==> config.mk <==
export PLATFORM = sky130hd
export DESIGN_NAME = rbn_root
export DESIGN_NICKNAME = d
export VERILOG_FILES = /design/src/sv/rbn_pkg.sv /design/src/sv/rbn_root.sv
export SDC_FILE = /design/constraint.sdc
export NUM_CORES = 2
export LEC_CHECK = 0
export ABC_AREA = 0
export BUFFER_PORTS_ARGS = -buffer_cell sky130_fd_sc_hd__buf_2
export CAP_MARGIN = 40
export CORE_ASPECT_RATIO = 0.9
export CORE_MARGIN = 2
export CORE_UTILIZATION = 45
export DETAILED_ROUTE_END_ITERATION = 16
export PLACE_DENSITY = 0.59
export SYNTH_ARGS = -nofsm -noshare
export SYNTH_HDL_FRONTEND = slang
export SYNTH_SLANG_ARGS = --single-unit
==> constraint.sdc <==
create_clock -name clk -period 4.2 [get_ports clk]
set_clock_uncertainty 0.05 [all_clocks]
set_input_delay 0.63 -clock clk [delete_from_list [all_inputs] [get_ports clk]]
set_output_delay 0.63 -clock clk [all_outputs]
set_load 0.01 [all_outputs]
==> src/sv/rbn_pkg.sv <==
// ----------------------------------------------------------------------------
// rbn_pkg: shared constants for the rotation-between-normals pipeline
// Field widths, fixed-point scale and the sizes of the root and divide units.
// ----------------------------------------------------------------------------
package rbn_pkg;

	localparam int IN_W    = 16;     // one vector component
	localparam int OUT_W   = 16;     // one matrix entry, Q1.14
	localparam int NUM_IN  = 6;
	localparam int NUM_OUT = 9;
	localparam int ONE_Q14 = 16384;

	// square root units: radicand width, result is half of it
	localparam int ROOT_WIDE_W   = 64;
	localparam int ROOT_NARROW_W = 30;

	// rounding divider: numerator, doubled denominator, quotient bits
	localparam int DIV_NUM_W = 48;
	localparam int DIV_DEN_W = 33;
	localparam int DIV_QUO_W = 15;

endpackage

==> src/sv/rbn_root.sv <==
// ----------------------------------------------------------------------------
// rbn_root: pipelined integer square root
// Floor of the square root, one result bit per stage, W/2 stages.
// ----------------------------------------------------------------------------
module rbn_root #(
	parameter int W = rbn_pkg::ROOT_WIDE_W
) (
	input  logic           clk,
	input  logic           en,
	input  logic [W-1:0]   rad,
	output logic [W/2-1:0] root
);

	localparam int STEPS = W / 2;

	logic [W-1:0] rem_s [STEPS];
	logic [W-1:0] acc_s [STEPS];

	for (genvar j = 0; j < STEPS; j++) begin : g_step
		localparam logic [W:0] BIT = (W+1)'(1) << (W - 2 - 2 * j);
		logic [W-1:0] v_in;
		logic [W-1:0] r_in;
		logic [W:0]   trial;

		if (j == 0) begin : g_first
			assign v_in = rad;
			assign r_in = '0;
		end else begin : g_next
			assign v_in = rem_s[j-1];
			assign r_in = acc_s[j-1];
		end

		assign trial = {1'b0, r_in} + BIT;

		always_ff @(posedge clk) begin
			if (en) begin
				if ({1'b0, v_in} >= trial) begin
					rem_s[j] <= W'({1'b0, v_in} - trial);
					acc_s[j] <= W'(({1'b0, r_in} >> 1) + BIT);
				end else begin
					rem_s[j] <= v_in;
					acc_s[j] <= r_in >> 1;
				end
			end
		end
	end

	assign root = acc_s[STEPS-1][W/2-1:0];

endmodule

==> metrics.txt <==
initial antenna violation count 13; ys flop type edfxtp_1; Initial Utilization 45.3%; largest net degree at the start of global routing about 180; Max VDD drop between 0.3 and 0.4 mV; vias in the first global route between 70k and 80k; CTS max path bufs 4; Area Growth Syn to Fin 12.7%; post-synth cell types between 80 and 90; sequential cell area fraction in the yosys report 62.2%; Slew headroom 30.5%; synthesized instance count ~9.8k; Fin. Hold Viols 0; Detailed Routing Iterations Pass 1 6; CTS sink cnt approximately 2.5k; CP Max Fanout 5; post-route clock period utilization between 90% and 100%; wire per inst 23.7 um; YS warnings 0; GRT overflow 0; io pins around 100; Cells after DPL 13.4k; Hold WC Path Type in -> reg; Skew-Pair Late Insertion Delay 0.86 ns; clk root buf clkbuf_16; final WL 331000 um; Total GRT Usage a little under a quarter; xor/xnor share of the synthesized area 6.46%; CTS clk-pin slew, worst paths around 0.060 ns; core area roughly 0.27 mm2; setup tns final 0 ns; Avg Vias per Cell slightly below 6; post-synth top area share around 62%; Synth Area in Adders between 5 and 6%; dpl hpwl 249000 um; critical path start-end classification reg -> reg; gpl congestion between 0.9 and 1; final non-filler cell total between 10k and 15k; Row Count 180; Synth Net Count between 10k and 15k; top cell type by total area after synthesis edfxtp_1; drt drc 0; simple-gate share of the synthesized area 12.8%; DR top layer met5; Mean Syn Cell Area about 12 um2; Final Max Tran Viols 0; post-synthesis compound-gate area fraction 9.13%; 1st-iter DRT viols just under 9k; status complete, no violations; Synth async-reset ratio 0%; leakage ~0.05 uW; measured slew at the worst slew-check pin ~1.0 ns; post-synthesis mux area share 0.691%; Max-Cap Viols 0; max frequency around 0.25 GHz; Layout Nets ~11k; top cells by area, synth edfxtp_1, ha_1, xnor2_1; fraction of layout cells with a size suffix above 1 approximately 8.5%; die area approximately 0.27 mm2; DIE WIDTH roughly 550 um; H-tree depth 5; startpoint class of the critical path register; DR WL met2 138000 um; IO buf count between 90 and 100; Die Span Y between 400 and 500 um; largest family of logic cells by synthesized area simple AND/OR/NAND/NOR gates; Post-DRT Antenna Nets 0; cell area power density 541 mW/mm2; M1 WL 160000 um; DR WL met3 about 24000 um; commonest non-fill, non-tap cell in the layout edfxtp_1; flops & latches, synth roughly 2.5k; Finished Core Util between 50% and 60%; Setup crit end kind register; Post-synth EDFFs 2512; CTS buffer count ~280; Crit path required time between 4 and 5 ns; critical path data arrival time roughly 4.7 ns; Synth Cell Area ~0.12 mm2; first-pass GRT wire length roughly 490000 um; final setup fails 0; most frequent cells in the layout edfxtp_1, nand2_1, inv_1; vias post-DR about 80k; clock tree from TritonCTS built; Period minus WS final 4.07 ns
[worst paths after layout]
path | start | to | slack (ns) | cells past startpoint
max | rem_s[1][360] | rem_s[1][445] | 0.13 | 12
min | rad[63] | rem_s[0][63] | 0.08 | 3
max reg2reg | rem_s[1][360] | rem_s[1][445] | 0.13 | 12
min reg2reg | rem_s[1][64] | rem_s[1][128] | 0.38 | 0
[cell families (layout without fill, tap and decap cells)]
| logic type | after synthesis | count (layout) |
|---|---|---|
| AO/OA/AOI/OAI | 1800 | 1800 |
| XOR/XNOR | 895 | 895 |
| adder cells (fa/ha/maj) | 558 | 558 |
| buffers and inverters | 923 | 1545 |
| flip-flops | 2512 | 2512 |
| multiplexers | 76 | 76 |
| other | 0 | 1 |
| AND/OR/NAND/NOR | 2997 | 2997 |
[critical path: stages (launching register included)]
cell	delay, ns
edfxtp_1	0.49
ha_1	0.39
and3_1	0.24
nand2_1	0.11
or4_1	0.51
nor4_1	0.44
a211o_1	0.21
a211oi_4	0.06
nor4_1	0.39
nand2_1	0.26
nor2_1	0.18
xor2_1	0.43
buf_4	0.19
[cell type report]
| type | count | area [um2] |
|---|---|---|
| Sequential cell | 2512 | 75400 |
| Clock inverter | 149 | 1360 |
| Antenna cell | 1 | 2.50 |
| Timing Repair Buffer | 393 | 3200 |
| Fill cell | 22900 | 131000 |
| Multi-Input combinational cell | 6326 | 42500 |
| Tap cell | 3549 | 4440 |
| Clock buffer | 332 | 7270 |
| Inverter | 671 | 2520 |
[Yosys cell counts (21+ instances only)]
cell / count
nand2_1: 737
nand4_1: 182
o21ai_0: 524
nand2b_1: 123
inv_1: 670
xnor2_1: 473
nor3_1: 269
edfxtp_1: 2512
o21ai_1: 27
nor4_1: 370
buf_4: 34
nor3b_1: 22
nor4b_1: 59
nand3_1: 175
o21a_1: 84
a21oi_1: 518
nor2_1: 561
nand3b_1: 35
a21o_1: 229
or3_1: 100
and3_1: 50
a211oi_1: 43
o211ai_1: 26
or2_2: 42
mux2_2: 61
xor2_1: 422
a31oi_1: 52
clkbuf_1: 201
and2_1: 34
ha_1: 558
or4_1: 90
o21bai_1: 54
o31ai_1: 38
nor2b_1: 72
and4_1: 21
[where the power goes]
group | total [uW] | switching (uW) | leakage (uW) | internal, uW
clock network | 23400 | 9890 | 0.00421 | 13500
registers | 34900 | 3110 | 0.0242 | 31800
logic | 15700 | 9370 | 0.0224 | 6300
[through the flow]
| step | hold slack [ns] | instance area [um2] | setup WS [ns] | total power, uW |
|---|---|---|---|---|
| after floorplan | 0.367 | 121000 | -0.0682 | 44700 |
| after global placement | 0.376 | 127000 | 0.0138 | 50500 |
| after detailed placement | 0.377 | 127000 | 0.0461 | 50500 |
| after CTS | 0.0255 | 137000 | 0.0184 | 74200 |
| after global routing | 0.0582 | 137000 | -0.00697 | 77300 |
| final | 0.0839 | 137000 | 0.134 | 74000 |
[sequential cells by signal (all words and copies together) (netlist names)]
| signal | count |
|---|---|
| rem_s | 1984 |
| acc_s | 528 |
[what timing repair did]
item | CTS | global route
pin swaps | 0 | 2
hold endpoints to repair | 63 | 0
resized for setup | 2 | 22
endpoints found under the setup margin | 2 | 94
cloned | 0 | 1
buffers inserted | 0 | 3
hold buffers | 63 | 0
[metal layers]
layer | vias up | track usage (%)
met2 | 2999 | 34.2
met5 | - | 0
li1 | 37400 | -
met1 | 39400 | 37.5
met3 | 469 | 3.69
met4 | 4 | 5.83
(Power assumes the default switching activity.)
