`config.mk`:
```
export PLATFORM = sky130hd
export DESIGN_NAME = rbn_div
export DESIGN_NICKNAME = d
export VERILOG_FILES = /design/src/sv/rbn_pkg.sv /design/src/sv/rbn_div.sv
export SDC_FILE = /design/constraint.sdc
export NUM_CORES = 2
export LEC_CHECK = 0
export BUFFER_PORTS_ARGS = -buffer_cell sky130_fd_sc_hd__buf_2
export CORE_AREA = 2 2 349 351
export CTS_CLUSTER_DIAMETER = 120
export DETAILED_ROUTE_END_ITERATION = 8
export DIE_AREA = 0 0 351 353
export HOLD_SLACK_MARGIN = 0.1
export PLACE_DENSITY = 0.76
export REMOVE_ABC_BUFFERS = 1
export SYNTH_ARGS = -nofsm -noshare
export SYNTH_HDL_FRONTEND = slang
export SYNTH_SLANG_ARGS = --single-unit
```
`constraint.sdc`:
```
create_clock -name clk -period 4.94 [get_ports clk]
set_clock_uncertainty 0.15 [all_clocks]
set_input_delay 0 -clock clk [delete_from_list [all_inputs] [get_ports clk]]
set_output_delay 0 -clock clk [all_outputs]
set_load 0.02 [all_outputs]
```
`src/sv/rbn_pkg.sv`:
```
// ----------------------------------------------------------------------------
// rbn_pkg: shared constants for the rotation-between-normals pipeline
// Field widths, fixed-point scale and the sizes of the root and divide units.
// ----------------------------------------------------------------------------
package rbn_pkg;

	localparam int IN_W    = 16;     // one vector component
	localparam int OUT_W   = 16;     // one matrix entry, Q1.14
	localparam int NUM_IN  = 6;
	localparam int NUM_OUT = 9;
	localparam int ONE_Q14 = 16384;

	// square root units: radicand width, result is half of it
	localparam int ROOT_WIDE_W   = 64;
	localparam int ROOT_NARROW_W = 30;

	// rounding divider: numerator, doubled denominator, quotient bits
	localparam int DIV_NUM_W = 48;
	localparam int DIV_DEN_W = 33;
	localparam int DIV_QUO_W = 15;

endpackage

```
`src/sv/rbn_div.sv`:
```
// ----------------------------------------------------------------------------
// rbn_div: pipelined restoring divider
// Unsigned num / den, one quotient bit per stage, QW stages.
// ----------------------------------------------------------------------------
module rbn_div #(
	parameter int NW = rbn_pkg::DIV_NUM_W,
	parameter int DW = rbn_pkg::DIV_DEN_W,
	parameter int QW = rbn_pkg::DIV_QUO_W
) (
	input  logic          clk,
	input  logic          en,
	input  logic [NW-1:0] num,
	input  logic [DW-1:0] den,
	output logic [QW-1:0] quo
);

	logic [NW-1:0] rem_s [QW];
	logic [DW-1:0] dv_s  [QW];
	logic [QW-1:0] q_s   [QW];

	for (genvar j = 0; j < QW; j++) begin : g_step
		localparam int K = QW - 1 - j;
		logic [NW-1:0] r_in;
		logic [DW-1:0] d_in;
		logic [QW-1:0] q_in;
		logic [NW-1:0] sh;

		if (j == 0) begin : g_first
			assign r_in = num;
			assign d_in = den;
			assign q_in = '0;
		end else begin : g_next
			assign r_in = rem_s[j-1];
			assign d_in = dv_s[j-1];
			assign q_in = q_s[j-1];
		end

		assign sh = NW'(d_in) << K;

		always_ff @(posedge clk) begin
			if (en) begin
				dv_s[j] <= d_in;
				if (r_in >= sh) begin
					rem_s[j] <= r_in - sh;
					q_s[j]   <= q_in | (QW'(1) << K);
				end else begin
					rem_s[j] <= r_in;
					q_s[j]   <= q_in;
				end
			end
		end
	end

	assign quo = q_s[QW-1];

endmodule

```
==> results.toml <==
[status]
status = "finished clean"

[sta]
relSlewSlack_pct = 11.8
setup_viol = 0
rsz0062_at_grt = "no"
period_needed_ns = 4.81
fin_crit_sh_pct = 97.3
max_freq_ghz = 0.208
worst_pin_slew_ns = 1.31
holdWs_ns = 0.260
worst_slack_ns = 0.134
final_hold_viol_count = 0
drv_slew = 0

[logic_synthesis]
synth_compound_area_share_pct = 15.7
synth-edff-count = 1254
synthSimpleGateAreaFrac_pct = 11.1
async_flop_share_pct = 0
synth_top_area_share_pct = 52.5
synth-seq-area-share_pct = 52.5
syn_inst = 6632
synthMuxAreaShare_pct = 1.24
yosys.area.top_type = "edfxtp_1"
ys_warn_count = 0
synth_top_family_by_area = "compound AO/OA/AOI/OAI gates"
ys.flop_type = "edfxtp_1"
ys_types = 108
synthXorXnorAreaFrac_pct = 6.10
syn_area_per_cell_um2 = 10.8
synth_seq_cells = 1254
synth-adder-area-share_pct = 9.02
synth_area_um2 = 71700
synth.top_cells.by_area = "edfxtp_1 (52%), ha_1 (8.6%), a21oi_1 (3.7%)"

[detailed_routing]
via_per_inst = 5.79
wl_per_cell_um = 17.8
postRouteWirelength_mm = 154
dr_total_vias = 50188
drt_iter0_drc = 3108
drc = 0
firstDrtPassIters = 6
ant_nets = 0

[global_route]
grt_pass1_wl_mm = 249
antenna_found_initial = 4
grt_pass1_vias = 51416
track_usage_pct = 25.0
gr-total-overflow = 0
grt_max_degree = 166

[cells_and_area]
fin_cells = 8661
layout.nets = 7526
final_core_util_pct = 66.7
drive_gt1_share_pct = 7.27
area_growth_pct = 12.1
fin_area_um2 = 80400
n_fill_cell = 8979

[placed_design]
port_buffers = 97
place_congestion = 0.957
place_inst = 8224
place_hpwl_mm = 113
placed_cell_area_um2 = 74200
dp_slack_ns = 0.341

[critical_path]
cp_data_arrival_time_ns = 5.16
path_max_fanout = 58
worstPathRequired_ns = 5.29
startpoint_type = "input pin"
end_kind = "flop"
critical_path_class = "in2reg"

[power]
leakage_nw = 31.9
peakVddDrop_v = 0.000404
power_density_nw_per_um2 = 563

[clocking]
cts_buffer_depth = 3
clockRootBuffer = "clkbuf_16"
clock_latency_ns = 0.77
h-tree-depth = 4
cts_sinks = 1254
cts_tree = "built"
clk_pin_slew_ns = 0.06
numCtsBuffers = 138

[die]
die-area_um2 = 124000
start_util_pct = 59.5
num_rows = 128
core_area_um2 = 121000
fp.dieH_um = 353
io_pins = 98
die_w_um = 351

[flow_run]
maxCapViolations = 0

[min_path]
min_path_type = "reg2reg"
## placed cells by master (no fill, tap or decap), types with 28 or more instances in the layout
master | synthesis | layout
buf_4 | 0 | 62
clkbuf_1 | 154 | 33
nand2b_1 | 78 | 78
xnor2_1 | 265 | 265
and2_1 | 28 | 28
mux2_2 | 72 | 72
inv_1 | 607 | 607
nor3_1 | 105 | 104
o211ai_1 | 36 | 36
ha_1 | 495 | 495
a21oi_1 | 532 | 530
clkbuf_16 | 0 | 139
o21bai_1 | 71 | 71
dlygate4sd3_1 | 0 | 193
nor2b_1 | 56 | 56
o31ai_1 | 36 | 36
buf_2 | 35 | 96
nand2_1 | 629 | 627
nor4_1 | 48 | 47
xor2_1 | 235 | 235
o21a_1 | 49 | 48
edfxtp_1 | 1254 | 1254
nand3_1 | 103 | 103
a211oi_1 | 52 | 51
a21o_1 | 245 | 245
nand4_1 | 93 | 93
a31oi_1 | 42 | 41
or3_1 | 31 | 31
o21ai_0 | 527 | 527
nor2_1 | 336 | 335
and3_1 | 47 | 47
## state kept, by name, indices dropped and copies added, names as in the netlist
register,count
q_s,120
rem_s,672
dv_s,462
## power breakdown
| part | switching [mW] | internal [mW] |
|---|---|---|
| clock network | 4.11 | 5.51 |
| logic | 10.8 | 8.02 |
| registers | 1.41 | 15.4 |
| total | 16.4 | 28.9 |
## per-stage QoR
| step | setup TNS (ns) | power, mW |
|---|---|---|
| final | 0 | 45.3 |
| after global routing | 0 | 48.3 |
| after CTS | 0 | 45.3 |
| after detailed placement | 0 | 35.4 |
| after global placement | 0 | 34.9 |
| after floorplan | -98.26 | 30.7 |
## final timing paths
check	startpoint	cells after the start	to	slack (ns)
worst max-delay path	den[0]	18	rem_s[0][19]	0.13
worst min-delay path	q_s[1][81]	0	q_s[1][96]	0.26
worst max register to register	rem_s[1][54]	11	rem_s[1][113]	0.31
worst min register to register	q_s[1][81]	0	q_s[1][96]	0.26
## cells in the mapped netlist, drive strengths merged, types with 12 or more instances
library cell     n
a2111oi         16
a211o           14
a211oi          54
a21boi          12
a21o           245
a21oi          538
a221o           15
a221oi          14
a311oi          12
a31oi           44
and2            29
and3            48
buf             45
clkbuf         155
edfxtp        1254
fa              14
ha             495
inv            608
mux2            72
nand2          630
nand2b          78
nand3          104
nand3b          14
nand4           93
nor2           337
nor2b           57
nor3           105
nor4            50
nor4b           12
o211ai          37
o21a            49
o21ai          546
o21bai          71
o31ai           38
or2             21
or3             31
or4             19
xnor2          265
xor2           235
## critical path, cell delays in order
cell           delay, ns
dlygate4sd3_1       0.53
buf_2               0.11
dlygate4sd3_1       0.60
ha_1                0.17
inv_1               0.07
fa_1                0.40
a21oi_1             0.29
o211ai_1            0.26
a21oi_2             0.29
o21bai_1            0.14
a221o_1             0.35
a31oi_1             0.21
buf_4               0.18
and2_1              0.22
o221ai_4            0.11
buf_6               0.25
mux2_2              0.35
dlygate4sd3_1       0.57
## logic make-up (layout without fill, tap and decap cells)
| family | count (synthesis) | after routing |
|---|---|---|
| AO/OA/AOI/OAI | 1813 | 1813 |
| AND/OR/NAND/NOR | 1668 | 1668 |
| flip-flops | 1254 | 1254 |
| buffers and inverters | 808 | 1209 |
| adder cells (fa/ha/maj) | 509 | 509 |
| XOR/XNOR | 500 | 500 |
| multiplexers | 80 | 80 |
| other | 0 | 3 |
## layout make-up
type,instances,area [µm²],share of cell area (%)
Inverter,608,2280,2.84
Clock inverter,67,613,0.763
Clock buffer,172,3600,4.48
Antenna cell,3,7.51,0.00934
Timing Repair Buffer,362,3090,3.84
Tap cell,1625,2030,2.53
Sequential cell,1254,37700,46.8
Multi-Input combinational cell,4570,31100,38.7
## timing repair
action / 4_1_cts / 5_1_grt
endpoints found under the setup margin: 0 / 28
gates resized for setup: 0 / 2
hold buffers: 193 / 0
endpoints found under the hold margin: 585 / 0
setup buffers: 0 / 2
## routing by layer
metal  global-route usage (%)  vias to the layer above  part of all wire (%)
met3                     3.18                      581                   3.1
met5                        0                        -                     0
met1                     24.8                    23409                    36
met4                     17.4                        0                   7.2
li1                         -                    24876                     -
met2                     47.6                     1322                    53
Power figures use the tool's default switching activity.
